==> config.mk <==
export PLATFORM = sky130hd
export DESIGN_NAME = ordinal_date_decoder_core
export DESIGN_NICKNAME = d
export VERILOG_FILES = /design/src/rtl/odd_pkg.sv /design/src/rtl/odd_decode.sv /design/src/rtl/ordinal_date_decoder_core.sv
export SDC_FILE = /design/constraint.sdc
export NUM_CORES = 1
export LEC_CHECK = 0
export BUFFER_PORTS_ARGS = -buffer_cell sky130_fd_sc_hd__buf_2
export CORE_ASPECT_RATIO = 0.8
export CORE_MARGIN = 2
export CORE_UTILIZATION = 50
export DETAILED_ROUTE_END_ITERATION = 6
export GPL_ROUTABILITY_DRIVEN = 0
export MAX_ROUTING_LAYER = met4
export PLACE_DENSITY_LB_ADDON = 0.3
export SETUP_SLACK_MARGIN = 0.3
export SLEW_MARGIN = 40
export SYNTH_ARGS = -nofsm -noshare
export SYNTH_HDL_FRONTEND = slang
export SYNTH_HIERARCHICAL = 1
export SYNTH_SLANG_ARGS = --single-unit
==> constraint.sdc <==
create_clock -name clk_i -period 5.66 [get_ports clk_i]
set_clock_uncertainty 0.1 [all_clocks]
set_input_delay 1.132 -clock clk_i [delete_from_list [all_inputs] [get_ports clk_i]]
set_output_delay 1.132 -clock clk_i [all_outputs]
set_load 0.02 [all_outputs]
==> src/rtl/odd_pkg.sv <==
`timescale 1ns / 1ps

package odd_pkg;

  // ASCII codes of interest
  localparam logic [7:0] CHAR_SPACE = 8'h20;
  localparam logic [7:0] CHAR_ZERO  = 8'h30;
  localparam logic [7:0] CHAR_NINE  = 8'h39;

  localparam int unsigned NUM_MONTHS = 12;

  localparam logic [11:0] YEAR_BASE_1900 = 12'd1900;
  localparam logic [11:0] YEAR_BASE_2000 = 12'd2000;

  // Last day of year of each month in a common year
  localparam logic [9:0] MONTH_END [NUM_MONTHS] = '{
    10'd31,  10'd59,  10'd90,  10'd120, 10'd151, 10'd181,
    10'd212, 10'd243, 10'd273, 10'd304, 10'd334, 10'd365
  };

  // Decoded date as it leaves the decode logic
  typedef struct packed {
    logic        date_valid;
    logic [11:0] year_value;
    logic [3:0]  month_value;
    logic [4:0]  day_of_month;
  } odd_result_t;

  // Last day of year of a month, with the leap day added from February on
  function automatic logic [9:0] month_end(input logic [3:0] idx, input logic leap);
    logic [9:0] base;
    base = MONTH_END[idx];
    if (leap && (idx != 4'd0)) begin
      base = base + 10'd1;
    end
    return base;
  endfunction

  function automatic logic is_digit(input logic [7:0] c);
    return (c >= CHAR_ZERO) && (c <= CHAR_NINE);
  endfunction

endpackage

==> src/rtl/odd_decode.sv <==
`timescale 1ns / 1ps

module odd_decode (
  input  logic [7:0]         century_char_i,
  input  logic [7:0]         year_tens_char_i,
  input  logic [7:0]         year_units_char_i,
  input  logic [7:0]         day_hundreds_char_i,
  input  logic [7:0]         day_tens_char_i,
  input  logic [7:0]         day_units_char_i,
  output odd_pkg::odd_result_t result_o
);
  import odd_pkg::*;

  logic       century_space;
  logic       chars_ok;
  logic [3:0] cen_dig, yt_dig, yu_dig, dh_dig, dt_dig, du_dig;
  logic [6:0] year_in_cent;
  logic [11:0] year;
  logic       leap;
  logic [9:0] doy;
  logic [3:0] month;
  logic [9:0] prev_end;
  logic       found;
  logic [9:0] mday;

  // Character checks and digit values
  assign century_space = (century_char_i == CHAR_SPACE);
  assign chars_ok = (century_space || is_digit(century_char_i)) &&
                    is_digit(year_tens_char_i) && is_digit(year_units_char_i) &&
                    is_digit(day_hundreds_char_i) && is_digit(day_tens_char_i) &&
                    is_digit(day_units_char_i);

  assign cen_dig = century_char_i[3:0];
  assign yt_dig  = year_tens_char_i[3:0];
  assign yu_dig  = year_units_char_i[3:0];
  assign dh_dig  = day_hundreds_char_i[3:0];
  assign dt_dig  = day_tens_char_i[3:0];
  assign du_dig  = day_units_char_i[3:0];

  // Year; both century bases are multiples of four, so leap follows YY
  assign year_in_cent = 7'(yt_dig * 7'd10) + 7'(yu_dig);
  assign year = (century_space ? YEAR_BASE_1900
                               : YEAR_BASE_2000 + 12'(cen_dig * 12'd100))
              + 12'(year_in_cent);
  assign leap = (year_in_cent[1:0] == 2'b00);

  // Day of year
  assign doy = 10'(dh_dig * 10'd100) + 10'(dt_dig * 10'd10) + 10'(du_dig);

  // Month search: parallel compares, the earliest matching month wins
  always_comb begin
    month    = '0;
    prev_end = '0;
    found    = 1'b0;
    for (int m = NUM_MONTHS - 1; m >= 0; m--) begin
      if (doy <= month_end(4'(m), leap)) begin
        month    = 4'(m + 1);
        prev_end = (m == 0) ? 10'd0 : month_end(4'(m - 1), leap);
        found    = 1'b1;
      end
    end
  end

  assign mday = doy - prev_end;

  // Result, zeroed when not valid
  always_comb begin
    result_o = '0;
    if (chars_ok && (doy != 10'd0) && found) begin
      result_o.date_valid   = 1'b1;
      result_o.year_value   = year;
      result_o.month_value  = month;
      result_o.day_of_month = mday[4:0];
    end
  end

endmodule

==> src/rtl/ordinal_date_decoder_core.sv <==
`timescale 1ns / 1ps
// Ordinal date decoder: turns a six-character CYYDDD field into year,
// month and day of month.
// Input channel: in_valid_i / in_stall_o with the six ASCII characters.
// A transfer happens on a rising edge with valid high and stall low.
// Output channel: out_valid_o / out_stall_i with date_valid_o and the
// decoded fields; fields are zero when date_valid_o is low.
// Path from input transfer to result valid: input register, then result
// register, with the decode logic between them.
// Throughput: one date per cycle; both registers advance every cycle
// while the receiver does not stall.
// Stall: a held result stays stable; an empty input register still takes
// one more item, after which in_stall_o follows out_stall_i.
// Reset: rst_ni (async, active low) empties both registers; no item is
// lost or produced by reset release.
module ordinal_date_decoder_core (
  input  logic        clk_i,
  input  logic        rst_ni,
  input  logic        in_valid_i,
  output logic        in_stall_o,
  input  logic [7:0]  century_char_i,
  input  logic [7:0]  year_tens_char_i,
  input  logic [7:0]  year_units_char_i,
  input  logic [7:0]  day_hundreds_char_i,
  input  logic [7:0]  day_tens_char_i,
  input  logic [7:0]  day_units_char_i,
  output logic        out_valid_o,
  input  logic        out_stall_i,
  output logic        date_valid_o,
  output logic [11:0] year_value_o,
  output logic [3:0]  month_value_o,
  output logic [4:0]  day_of_month_o
);
  import odd_pkg::*;

  logic        in_valid_q;
  logic [7:0]  cen_q, yt_q, yu_q, dh_q, dt_q, du_q;
  logic        out_valid_q;
  odd_result_t res_d, res_q;
  logic        out_load;
  logic        in_load;

  // Stage advance: result register frees when empty or taken
  assign out_load   = !out_valid_q || !out_stall_i;
  assign in_stall_o = in_valid_q && !out_load;
  assign in_load    = !in_stall_o;

  // Input register
  always_ff @(posedge clk_i or negedge rst_ni) begin
    if (!rst_ni) begin
      in_valid_q <= 1'b0;
    end else if (in_load) begin
      in_valid_q <= in_valid_i;
    end
  end

  always_ff @(posedge clk_i) begin
    if (in_load && in_valid_i) begin
      cen_q <= century_char_i;
      yt_q  <= year_tens_char_i;
      yu_q  <= year_units_char_i;
      dh_q  <= day_hundreds_char_i;
      dt_q  <= day_tens_char_i;
      du_q  <= day_units_char_i;
    end
  end

  // Decode logic
  odd_decode u_decode (
    .century_char_i      (cen_q),
    .year_tens_char_i    (yt_q),
    .year_units_char_i   (yu_q),
    .day_hundreds_char_i (dh_q),
    .day_tens_char_i     (dt_q),
    .day_units_char_i    (du_q),
    .result_o            (res_d)
  );

  // Result register
  always_ff @(posedge clk_i or negedge rst_ni) begin
    if (!rst_ni) begin
      out_valid_q <= 1'b0;
    end else if (out_load) begin
      out_valid_q <= in_valid_q;
    end
  end

  always_ff @(posedge clk_i) begin
    if (out_load && in_valid_q) begin
      res_q <= res_d;
    end
  end

  assign out_valid_o    = out_valid_q;
  assign date_valid_o   = res_q.date_valid;
  assign year_value_o   = res_q.year_value;
  assign month_value_o  = res_q.month_value;
  assign day_of_month_o = res_q.day_of_month;

endmodule

==> results of run 1 <==
[logic make-up after synthesis]
logic type / share of synthesized area
simple gates: 0.139
compound gates: 0.131
fa+ha+maj: 0.208
flops: 0.426
buf+inv: 0.0361
xor+xnor: 0.0569
mux: 0.00396
[cell type report]
| cell class | count | area [µm²] | area share |
|---|---|---|---|
| clock inverters | 7 | 77.6 | 0.0125 |
| repair buffers | 97 | 538 | 0.0867 |
| well taps | 136 | 170 | 0.0274 |
| flip-flops and latches | 72 | 2150 | 0.347 |
| clock buffers | 9 | 225 | 0.0363 |
| inverters | 36 | 135 | 0.0218 |
| multi-input cells | 326 | 2910 | 0.469 |
[layer usage]
layer / up-vias / part of all wire / GRT usage / wire (µm)
met4: 0 / 0.0078 / 0.0526 / 80
met3: 7 / 0.071 / 0.0606 / 728
li1: 1814 / - / - / -
met2: 140 / 0.45 / 0.299 / 4670
met1: 1698 / 0.47 / 0.277 / 4820
met5: - / 0 / - / 0
[through the flow]
step	std cells	cell area, µm²	total power, µW
floorplan	443	5060	1600
global placement	651	5610	1800
global route	683	6210	2800
detailed placement	651	5610	1830
CTS	668	5990	2470
finish	683	6210	2620
[worst max-delay path: cells and delay by family, from the launching register on]
kind / cells / cell delay (ns)
and+or+nand+nor: 5 / 0.88
buffers and inverters: 2 / 0.21
DFF: 1 / 0.40
adders and majority gates: 7 / 1.84
xor gates and xnor gates: 3 / 0.45
AOI/OAI and AO/OA: 5 / 0.99
muxes: 1 / 0.15
[final timing paths]
check	end	slack [ns]	depth (start not counted)	from
max in group asynchronous	in_valid_q	4.89	1	rst_ni
hold reg to reg	out_valid_o	0.40	1	in_valid_q
setup reg to reg	day_of_month_o[4]	0.39	23	dt_q[1]
min in group asynchronous	out_valid_o	0.47	1	rst_ni
setup / recovery	day_of_month_o[4]	0.39	23	dt_q[1]
hold / removal	out_valid_o	0.40	1	in_valid_q
[where the power goes]
part           switching (µW)  total [µW]  leakage, µW  internal (µW)
logic                     759        1410      0.00184            647
clock network             228         573     0.000147            346
registers                16.0         640     0.000705            624
[cells in the final DEF (no fill, tap or decap), types with 4 or more instances in the layout]
master	count
buf_2	75
edfxtp_1	70
ha_1	61
inv_1	34
nor2_1	23
nand2_1	22
buf_4	21
xnor2_1	19
o21ai_0	17
a21oi_1	17
xor2_1	11
clkbuf_16	9
a21o_1	9
nor3_1	8
nor2b_1	8
fa_1	8
a31oi_1	7
o21ai_1	7
and2_1	6
nand2b_1	5
nor3b_1	5
o211ai_1	5
o21a_1	4
ha_4	4
[registers in the layout, indices dropped and copies added, names as in the netlist]
name	count
year_value_o	12
cen_q	8
dh_q	8
dt_q	8
du_q	8
yt_q	8
yu_q	8
day_of_month_o	5
month_value_o	4
date_valid_o	1
in_valid_q	1
out_valid_o	1
[timing repair]
action	in CTS	in global routing
endpoints found under the setup margin	1	2
resized for setup	13	23
pin swaps	1	13
setup buffers	1	15
==> metrics.yaml, run 1 <==
worst_setup_path:
  crit_arrival_ns: 5.24
  endpoint_kind: "register"
  crit_type: "reg2reg"
  cp.required_ns: 5.62
  crit_path_max_incr_delay_ns: 0.58
  worstSetupStartpointType: "register"
  slowest_stage: "or4b_4"
  path_max_fanout: 6
  path_cells: "ha_1 > ha_2 > fa_2 > xor2_1 > ha_1 > ha_4 > buf_4 > nand2b_4 > nor2_1 > or4b_4 > a31oi_1 > o21a_1 > nand2_1 > mux2i_1 > o21a_1 > ha_2 > fa_2 > inv_1 > a21o_1 > a21oi_2 > xnor2_1 > xnor2_1 > nor2_1"
layout:
  area_growth_pct: 22.7
  drive_gt1_frac: 0.303
  diodes: 0
  fillCellCount: 759
  nets: 672
  utilization: 0.638
detailed_routing:
  first_pass_iters: 5
  routed_wl_um: 10300
  via_per_inst: 5.36
  vias: 3659
  ant_nets: 0
  post_drt_wl_per_cell_um: 15.1
  drtIter0Drc: 222
  drc: 0
floorplanning:
  fp.dieW_um: 116
  start_util: 0.520
  die_h_um: 94.0
  rows: 32
  core-area_um2: 9730
  dieArea_um2: 10900
  io_pins: 76
timing:
  fin_crit_ns: 5.27
  grt_setup_unrepaired: "false"
  layout_setup_ws_ns: 0.386
  tns_ns: 0
  finalCritPeriodShare: 0.932
  relSlewSlack: 0.566
  setup_viol: 0
  hold_viol_final: 0
  worstMarginPinSlew_ns: 0.647
  maxSlewViolCount: 0
  hold_slack_ns: 0.397
  fmax_ghz: 0.190
synthesis:
  synthArstFlopShare: 0.0278
  syn_nets: 573
  yosys_warnings: 6
  synth_cell_types: 71
  synth_edf_count: 70
  synth_most_common_cell: "edfxtp_1"
  ys.flop_type: "edfxtp_1"
  synth_area_leaders: "edfxtp_1 (42%), ha_1 (17%), fa_1 (4.0%)"
  yosys-top-cells-count: "edfxtp_1 (70), ha_1 (68), inv_1 (35)"
  ys_seq_area_frac: 0.426
  netlist_area_um2: 5060
  yosys_register_bits: 72
  yosys.area.top_type: "edfxtp_1"
  netlist.area_leader.share: 0.416
  netlist_instances: 443
  synth.avg_cell_area_um2: 11.4
clock_tree:
  cts_sinks: 72
  tritoncts: "yes"
  insertion_delay_ns: 0.34
  cts_made_buffers: 9
  holdBufCountCts: 0
  cts-root-buf: "clkbuf_16"
  cts-htree-levels: 3
  cts.clk_slew.worst_paths_ns: 0.06
  clockBufferDepth: 2
global_route:
  grt_use_total: 0.204
  antenna_found_initial: 0
  grt_start_max_net_pins: 49
  grt_pass1_vias: 3428
  grt_pass1_wl_um: 16400
  grt_overflow: 0
pwr:
  vdd_drop_max_uv: 294
  p_leak_uw: 0.00269
  power_density_nw_per_um2: 422
outcome:
  status: "complete, no violations"
min_path:
  hold_class: "reg2reg"
placement:
  post-place-ws_ns: 0.0902
  hpwl_um: 7630
  portBuffers: 75
flow_run:
  drv_cap: 0
(Power assumes the default switching activity.)
==> run 2: changes to the inputs <==
- ABC_AREA: unset -> 1
- SLEW_MARGIN: 40 -> unset
==> metrics.yaml, run 2 <==
global_route:
  grt_pass1_wl_um: 18000  # +9.7%
  grt_pass1_vias: 3970  # +16%
  grt_use_total: 0.208  # +0.00469
  antenna_found_initial: 0  # unchanged
  grt_start_max_net_pins: 32  # -35%
  grt_overflow: 0  # unchanged
detailed_routing:
  post_drt_wl_per_cell_um: 13.7  # -9.4%
  via_per_inst: 5.03  # -6.2%
  drc: 0  # unchanged
  first_pass_iters: 4  # -1
  ant_nets: 0  # unchanged
  routed_wl_um: 11300  # +9.3%
  drtIter0Drc: 170  # -23%
  vias: 4141  # +13%
synthesis:
  synth_compound_area_frac: 0.0664  # -0.0642
  syn_nets: 703  # +23%
  synth_xor_area_frac: 0.0302  # -0.0267
  synth_area_leaders: "edfxtp_1 (40%), ha_1 (16%), nand2_1 (8.6%)"
  synthArstFlopShare: 0.0278  # unchanged
  ys.flop_type: "edfxtp_1"
  netlist_instances: 573  # +29%
  netlist_area_um2: 5220  # +3.2%
  synth_cell_types: 42  # -41%
  yosys_register_bits: 72  # unchanged
  yosys-top-cells-count: "nand2_1 (120), inv_1 (77), edfxtp_1 (70)"
  synth_edf_count: 70  # unchanged
  yosys-mux-area-fraction: 0  # -0.00396
  yosys.area_share.adder: 0.201  # -0.00638
  yosys_warnings: 6  # unchanged
  yosys.area.top_type: "edfxtp_1"
  yosys.area_share.simple: 0.229  # +0.0902
  synth_top_family_by_area: "simple AND/OR/NAND/NOR gates"
  synth_most_common_cell: "nand2_1"
  ys_seq_area_frac: 0.412  # -0.0131
  synth.avg_cell_area_um2: 9.11  # -20%
  netlist.area_leader.share: 0.403  # -0.0128
timing:
  worstMarginPinSlew_ns: 0.595  # -0.0520 ns
  hold_viol_final: 0  # unchanged
  grt_setup_unrepaired: "false"
  relSlewSlack: 0.598  # +0.0327
  finalCritPeriodShare: 0.913  # -0.0183
  fmax_ghz: 0.193  # +2.0%
  tns_ns: 0  # unchanged
  setup_viol: 0  # unchanged
  maxSlewViolCount: 0  # unchanged
  fin_crit_ns: 5.17  # -0.104 ns
  layout_setup_ws_ns: 0.490  # +0.104 ns
pwr:
  combPwrFrac: 0.528  # -0.009
  internal_power_uw: 1560  # -3.3%
  clockPowerShare: 0.229  # +0.010
  power.switching_uw: 1070  # +6.4%
  p_seq_frac: 0.243  # about the same
  swShare: 0.406  # +0.0229
  vdd_drop_max_uv: 269  # -8.4%
  power_density_nw_per_um2: 410  # -3.0%
  p_leak_uw: 0.00303  # +13%
worst_setup_path:
  crit_arrival_ns: 5.15  # -0.09 ns
  cp.required_ns: 5.64  # +0.02 ns
  path_max_fanout: 6  # unchanged
  r2r_cells: 31  # +35%
  slowest_stage: "edfxtp_1"
  rr_startpoint: "dt_q[3]"
  endpoint_kind: "register"
  worstSetupStartpointType: "register"
  reg2reg_slack_ns: 0.49  # +0.10 ns
  crit_type: "reg2reg"
  crit_start: "dt_q[3]"
  crit_path_max_incr_delay_ns: 0.44  # -0.14 ns
  rr_endpoint: "day_of_month_o[4]"
placement:
  portBuffers: 75  # unchanged
  post-place-ws_ns: 0.159  # +0.0687 ns
  hpwl_um: 8460  # +11%
floorplanning:
  rows: 33  # +3.1%
  start_util: 0.512  # -0.00821
  fp.dieW_um: 118  # +1.5%
  core-area_um2: 10200  # +4.8%
  io_pins: 76  # unchanged
  dieArea_um2: 11300  # +3.0%
  die_h_um: 95.4  # +1.5%
layout:
  largest_reg_flops: 12  # unchanged
  diodes: 0  # unchanged
  fillCellCount: 827  # +9.0%
  drive_gt1_frac: 0.257  # -0.0462
  final_cell_mix: "nand2_1 (118), buf_2 (75), inv_1 (73)"
  area_growth_pct: 23.1
  final_common_cell: "nand2_1"
  nets: 809  # +20%
min_path:
  hold_class: "reg2reg"
  hold_path.startpoint: "in_valid_q"
  holdPathEnd: "out_valid_o"
  hold_path_depth: 2  # +1
clock_tree:
  clockBufferDepth: 2  # unchanged
  cts_made_buffers: 9  # unchanged
  insertion_delay_ns: 0.34  # about the same
  cts.clk_slew.worst_paths_ns: 0.06  # about the same
  cts-htree-levels: 3  # unchanged
  cts_sinks: 72  # unchanged
  cts-root-buf: "clkbuf_16"
  tritoncts: "yes"
outcome:
  status: "complete, no violations"
flow_run:
  drv_cap: 0  # unchanged
## run 2: cell types whose count changed after synthesis, sizes merged, moves of 6 or more
cell,delta
a31oi,-9
nor2b,-8
nand3,+22
nand2,+106
nor2,+43
a21o,-10
xnor2,-15
inv,+45
and2,-7
a21oi,+10
o21ai,-6
nand2b,-6
## run 2: critical path, delay by kind of cell (launching register included)
kind	cells	cell delay (ns)
AOI/OAI and AO/OA	7	0.65
buffers and inverters	3	0.18
and+or+nand+nor	12	1.08
xor gates and xnor gates	2	0.34
DFF	1	0.44
adders and majority gates	7	2.09
## run 2: how the worst max path moves through the flow
stage                     slack, ns                 to  cells after the start
after floorplan                0.62  day_of_month_o[4]                     32
after global placement         0.39  day_of_month_o[4]                     28
after detailed placement       0.16  day_of_month_o[4]                     28
after CTS                      0.31  day_of_month_o[4]                     32
after global routing           0.23  day_of_month_o[4]                     31
final                          0.49  day_of_month_o[4]                     31
## run 2: cell families (layout without fill, tap and decap cells)
group	count (synthesis)	in the layout
and+or+nand+nor	260	260
buffers and inverters	83	194
adders and majority gates	78	78
DFF	72	72
AOI/OAI and AO/OA	62	62
xor gates and xnor gates	18	18
## run 2: metrics by stage
stage / area, µm² / total power, µW / std cells / util / hold slack [ns]
finish: 6420 / 2630 / 824 / 0.630 / 0.424
global route: 6420 / 2830 / 824 / 0.630 / 0.453
floorplan: 5220 / 1560 / 573 / - / 0.366
global placement: 5810 / 1770 / 792 / 0.569 / 0.386
detailed placement: 5810 / 1800 / 792 / 0.569 / 0.415
CTS: 6160 / 2440 / 812 / 0.604 / 0.431
## run 2: final cells by class
type                            count  area (µm²)  share of cell area
Clock buffer                       10         229              0.0357
Multi-Input combinational cell    418        2930               0.456
Timing Repair Buffer               97         541              0.0842
Sequential cell                    72        2150               0.335
Clock inverter                      6        92.6              0.0144
Tap cell                          140         175              0.0273
Inverter                           81         307              0.0477
## run 2: layer usage
metal,wire [µm],up-vias,global-route usage
met1,4970,1877,0.258
met4,154,0,0.0693
met3,816,16,0.0568
met2,5310,136,0.335
met5,0,-,-
li1,-,2112,-
## run 2: timing repair
action / 4_1_cts / 5_1_grt
endpoints found under the hold margin: 0 / 0
gates resized for setup: 3 / 33
buffers inserted: 4 / 12
hold buffers: 0 / 0
pin swaps: 1 / 19
endpoints found under the setup margin: 1 / 2
## run 2: power groups by stage
| stage | Sequential (µW) | Clock, µW | Combinational (µW) |
|---|---|---|---|
| floorplan | 661 | 0 | 894 |
| global placement | 651 | 0 | 1120 |
| detailed placement | 652 | 0 | 1150 |
| CTS | 640 | 611 | 1180 |
| global route | 643 | 632 | 1550 |
| finish | 640 | 602 | 1390 |
==> run 3: changes to the inputs <==
- ABC_AREA: 1 -> unset
- GPL_TIMING_DRIVEN: unset -> 1
==> metrics.yaml, run 3 (same netlist as run 1, synthesis figures left out) <==
detailed_routing:
  first_pass_iters: 4  # unchanged
  drtIter0Drc: 169  # -0.59%
  ant_nets: 0  # unchanged
  via_per_inst: 5.31  # +5.6%
  vias: 3636  # -12%
  routed_wl_um: 10200  # -9.0%
  drc: 0  # unchanged
  post_drt_wl_per_cell_um: 15.0  # +9.5%
placement:
  post-place-ws_ns: 0.109  # -0.0504 ns
  portBuffers: 75  # unchanged
  hpwl_um: 7550  # -11%
layout:
  largest_reg_flops: 12  # unchanged
  final_common_cell: "buf_2"
  fillCellCount: 760  # -8.1%
  final_cell_mix: "buf_2 (75), edfxtp_1 (70), ha_1 (56)"
  multi_input_area_um2: 3020  # +3.1%
  area_growth_pct: 25.2
  seq_area_um2: 2150  # unchanged
  drive_gt1_frac: 0.333  # +0.0760
  nets: 674  # -17%
  diodes: 0  # unchanged
floorplanning:
  start_util: 0.520  # +0.00821
  fp.dieW_um: 116  # -1.5%
  dieArea_um2: 10900  # -3.0%
  die_h_um: 94.0  # -1.5%
  io_pins: 76  # unchanged
  core-area_um2: 9730  # -4.6%
  rows: 32  # -3.0%
clock_tree:
  insertion_delay_ns: 0.34  # about the same
  cts-htree-levels: 3  # unchanged
  cts-root-buf: "clkbuf_16"
  cts_made_buffers: 9  # unchanged
  cts.clk_slew.worst_paths_ns: 0.06  # about the same
  clockBufferDepth: 2  # unchanged
  tritoncts: "yes"
  cts_sinks: 72  # unchanged
worst_setup_path:
  crit_type: "reg2reg"
  endpoint_kind: "register"
  rr_startpoint: "dt_q[2]"
  reg2reg_slack_ns: 0.46  # -0.03 ns
  critPathCapture: "day_of_month_o[4]"
  cp.required_ns: 5.62  # -0.02 ns
  crit_arrival_ns: 5.16  # about the same
  crit_start: "dt_q[2]"
  rr_endpoint: "day_of_month_o[4]"
  path_max_fanout: 6  # unchanged
  worstSetupStartpointType: "register"
  r2r_cells: 20  # -35%
pwr:
  p_total_uw: 2610  # -0.81%
  power_density_nw_per_um2: 412  # +0.64%
  p_leak_uw: 0.00270  # -11%
  vdd_drop_max_uv: 284  # +5.2%
min_path:
  hold_path_depth: 1  # -1
  hold_class: "reg2reg"
timing:
  hold_slack_ns: 0.404  # -0.0203 ns
  layout_setup_ws_ns: 0.460  # -0.0302 ns
  hold_viol_final: 0  # unchanged
  fin_crit_ns: 5.20  # +0.0302 ns
  relSlewSlack: 0.276  # -0.322
  maxSlewViolCount: 0  # unchanged
  worstMarginPinSlew_ns: 1.09  # +0.491 ns
  grt_setup_unrepaired: "false"
  tns_ns: 0  # unchanged
  setup_viol: 0  # unchanged
  finalCritPeriodShare: 0.919  # +0.00534
  fmax_ghz: 0.192  # -0.58%
global_route:
  grt_overflow: 0  # unchanged
  grt_start_max_net_pins: 49  # +53%
  grt_pass1_vias: 3346  # -16%
  antenna_found_initial: 0  # unchanged
  grt_pass1_wl_um: 15900  # -12%
  grt_use_total: 0.197  # -0.0119
flow_run:
  drv_cap: 0  # unchanged
outcome:
  status: "complete, no violations"
run 3: changes by cell type in the layout (fill, tap and decap cells not counted), sizes merged, moves of 7 or more:
cell,previous run,this run
nor2,69,26
nand2,129,23
nand3,25,3
inv,81,38
nor2b,0,8
a21oi,31,21
a21o,0,10
and2,2,9
a31oi,0,9
xnor2,5,20
run 3: layout make-up:
cell class / count / area share
Clock inverter: 7 / 0.00870
Sequential cell: 72 / 0.340
Multi-Input combinational cell: 326 / 0.477
Timing Repair Buffer: 99 / 0.0909
Inverter: 36 / 0.0213
Clock buffer: 9 / 0.0356
Tap cell: 136 / 0.0269
run 3: what timing repair did:
item | in CTS | in global routing
hold buffers | 0 | 0
pin swaps | 1 | 22
endpoints found under the setup margin | 1 | 2
resized for setup | 11 | 47
buffers inserted | 0 | 18
run 3: power breakdown:
group / leakage, µW / internal (µW) / switching (µW) / total (µW)
sequential: 0.000705 / 624 / 16.3 / 641
combinational: 0.00186 / 673 / 771 / 1440
clock: 0.000132 / 300 / 224 / 524
total: 0.00270 / 1600 / 1010 / 2610
run 3: worst min-delay path by stage:
stage                        to  startpoint  slack, ns
floorplan           out_valid_o  in_valid_q       0.37
CTS                 out_valid_o  in_valid_q       0.40
global placement    out_valid_o  in_valid_q       0.38
global route        out_valid_o  in_valid_q       0.43
detailed placement  out_valid_o  in_valid_q       0.39
finish              out_valid_o  in_valid_q       0.40
run 3: worst max-delay path, cell delays in order (launching register included):
cell,delay [ns]
edfxtp_1,0.44
ha_1,0.31
inv_1,0.05
fa_1,0.51
fa_1,0.52
nand2b_4,0.18
a21oi_4,0.26
nand2_1,0.13
a211oi_4,0.36
o211ai_1,0.24
a221oi_2,0.33
mux2i_1,0.11
o21a_1,0.19
ha_2,0.18
fa_2,0.39
inv_1,0.06
a21o_1,0.12
a21oi_2,0.06
xnor2_1,0.19
xnor2_1,0.14
nor2_1,0.05
run 3: per-layer routing:
| layer | track usage | share of wire | up-vias |
|---|---|---|---|
| li1 | - | - | 1826 |
| met2 | 0.284 | 0.45 | 119 |
| met5 | - | 0 | - |
| met1 | 0.270 | 0.46 | 1679 |
| met4 | 0.0595 | 0.013 | 0 |
| met3 | 0.0561 | 0.077 | 12 |
run 3: stage by stage:
stage	util	std cells	area [µm²]
after floorplan	-	443	5060
after global placement	0.576	651	5610
after detailed placement	0.576	651	5610
after CTS	0.611	667	5950
after global routing	0.651	685	6330
final	0.651	685	6330
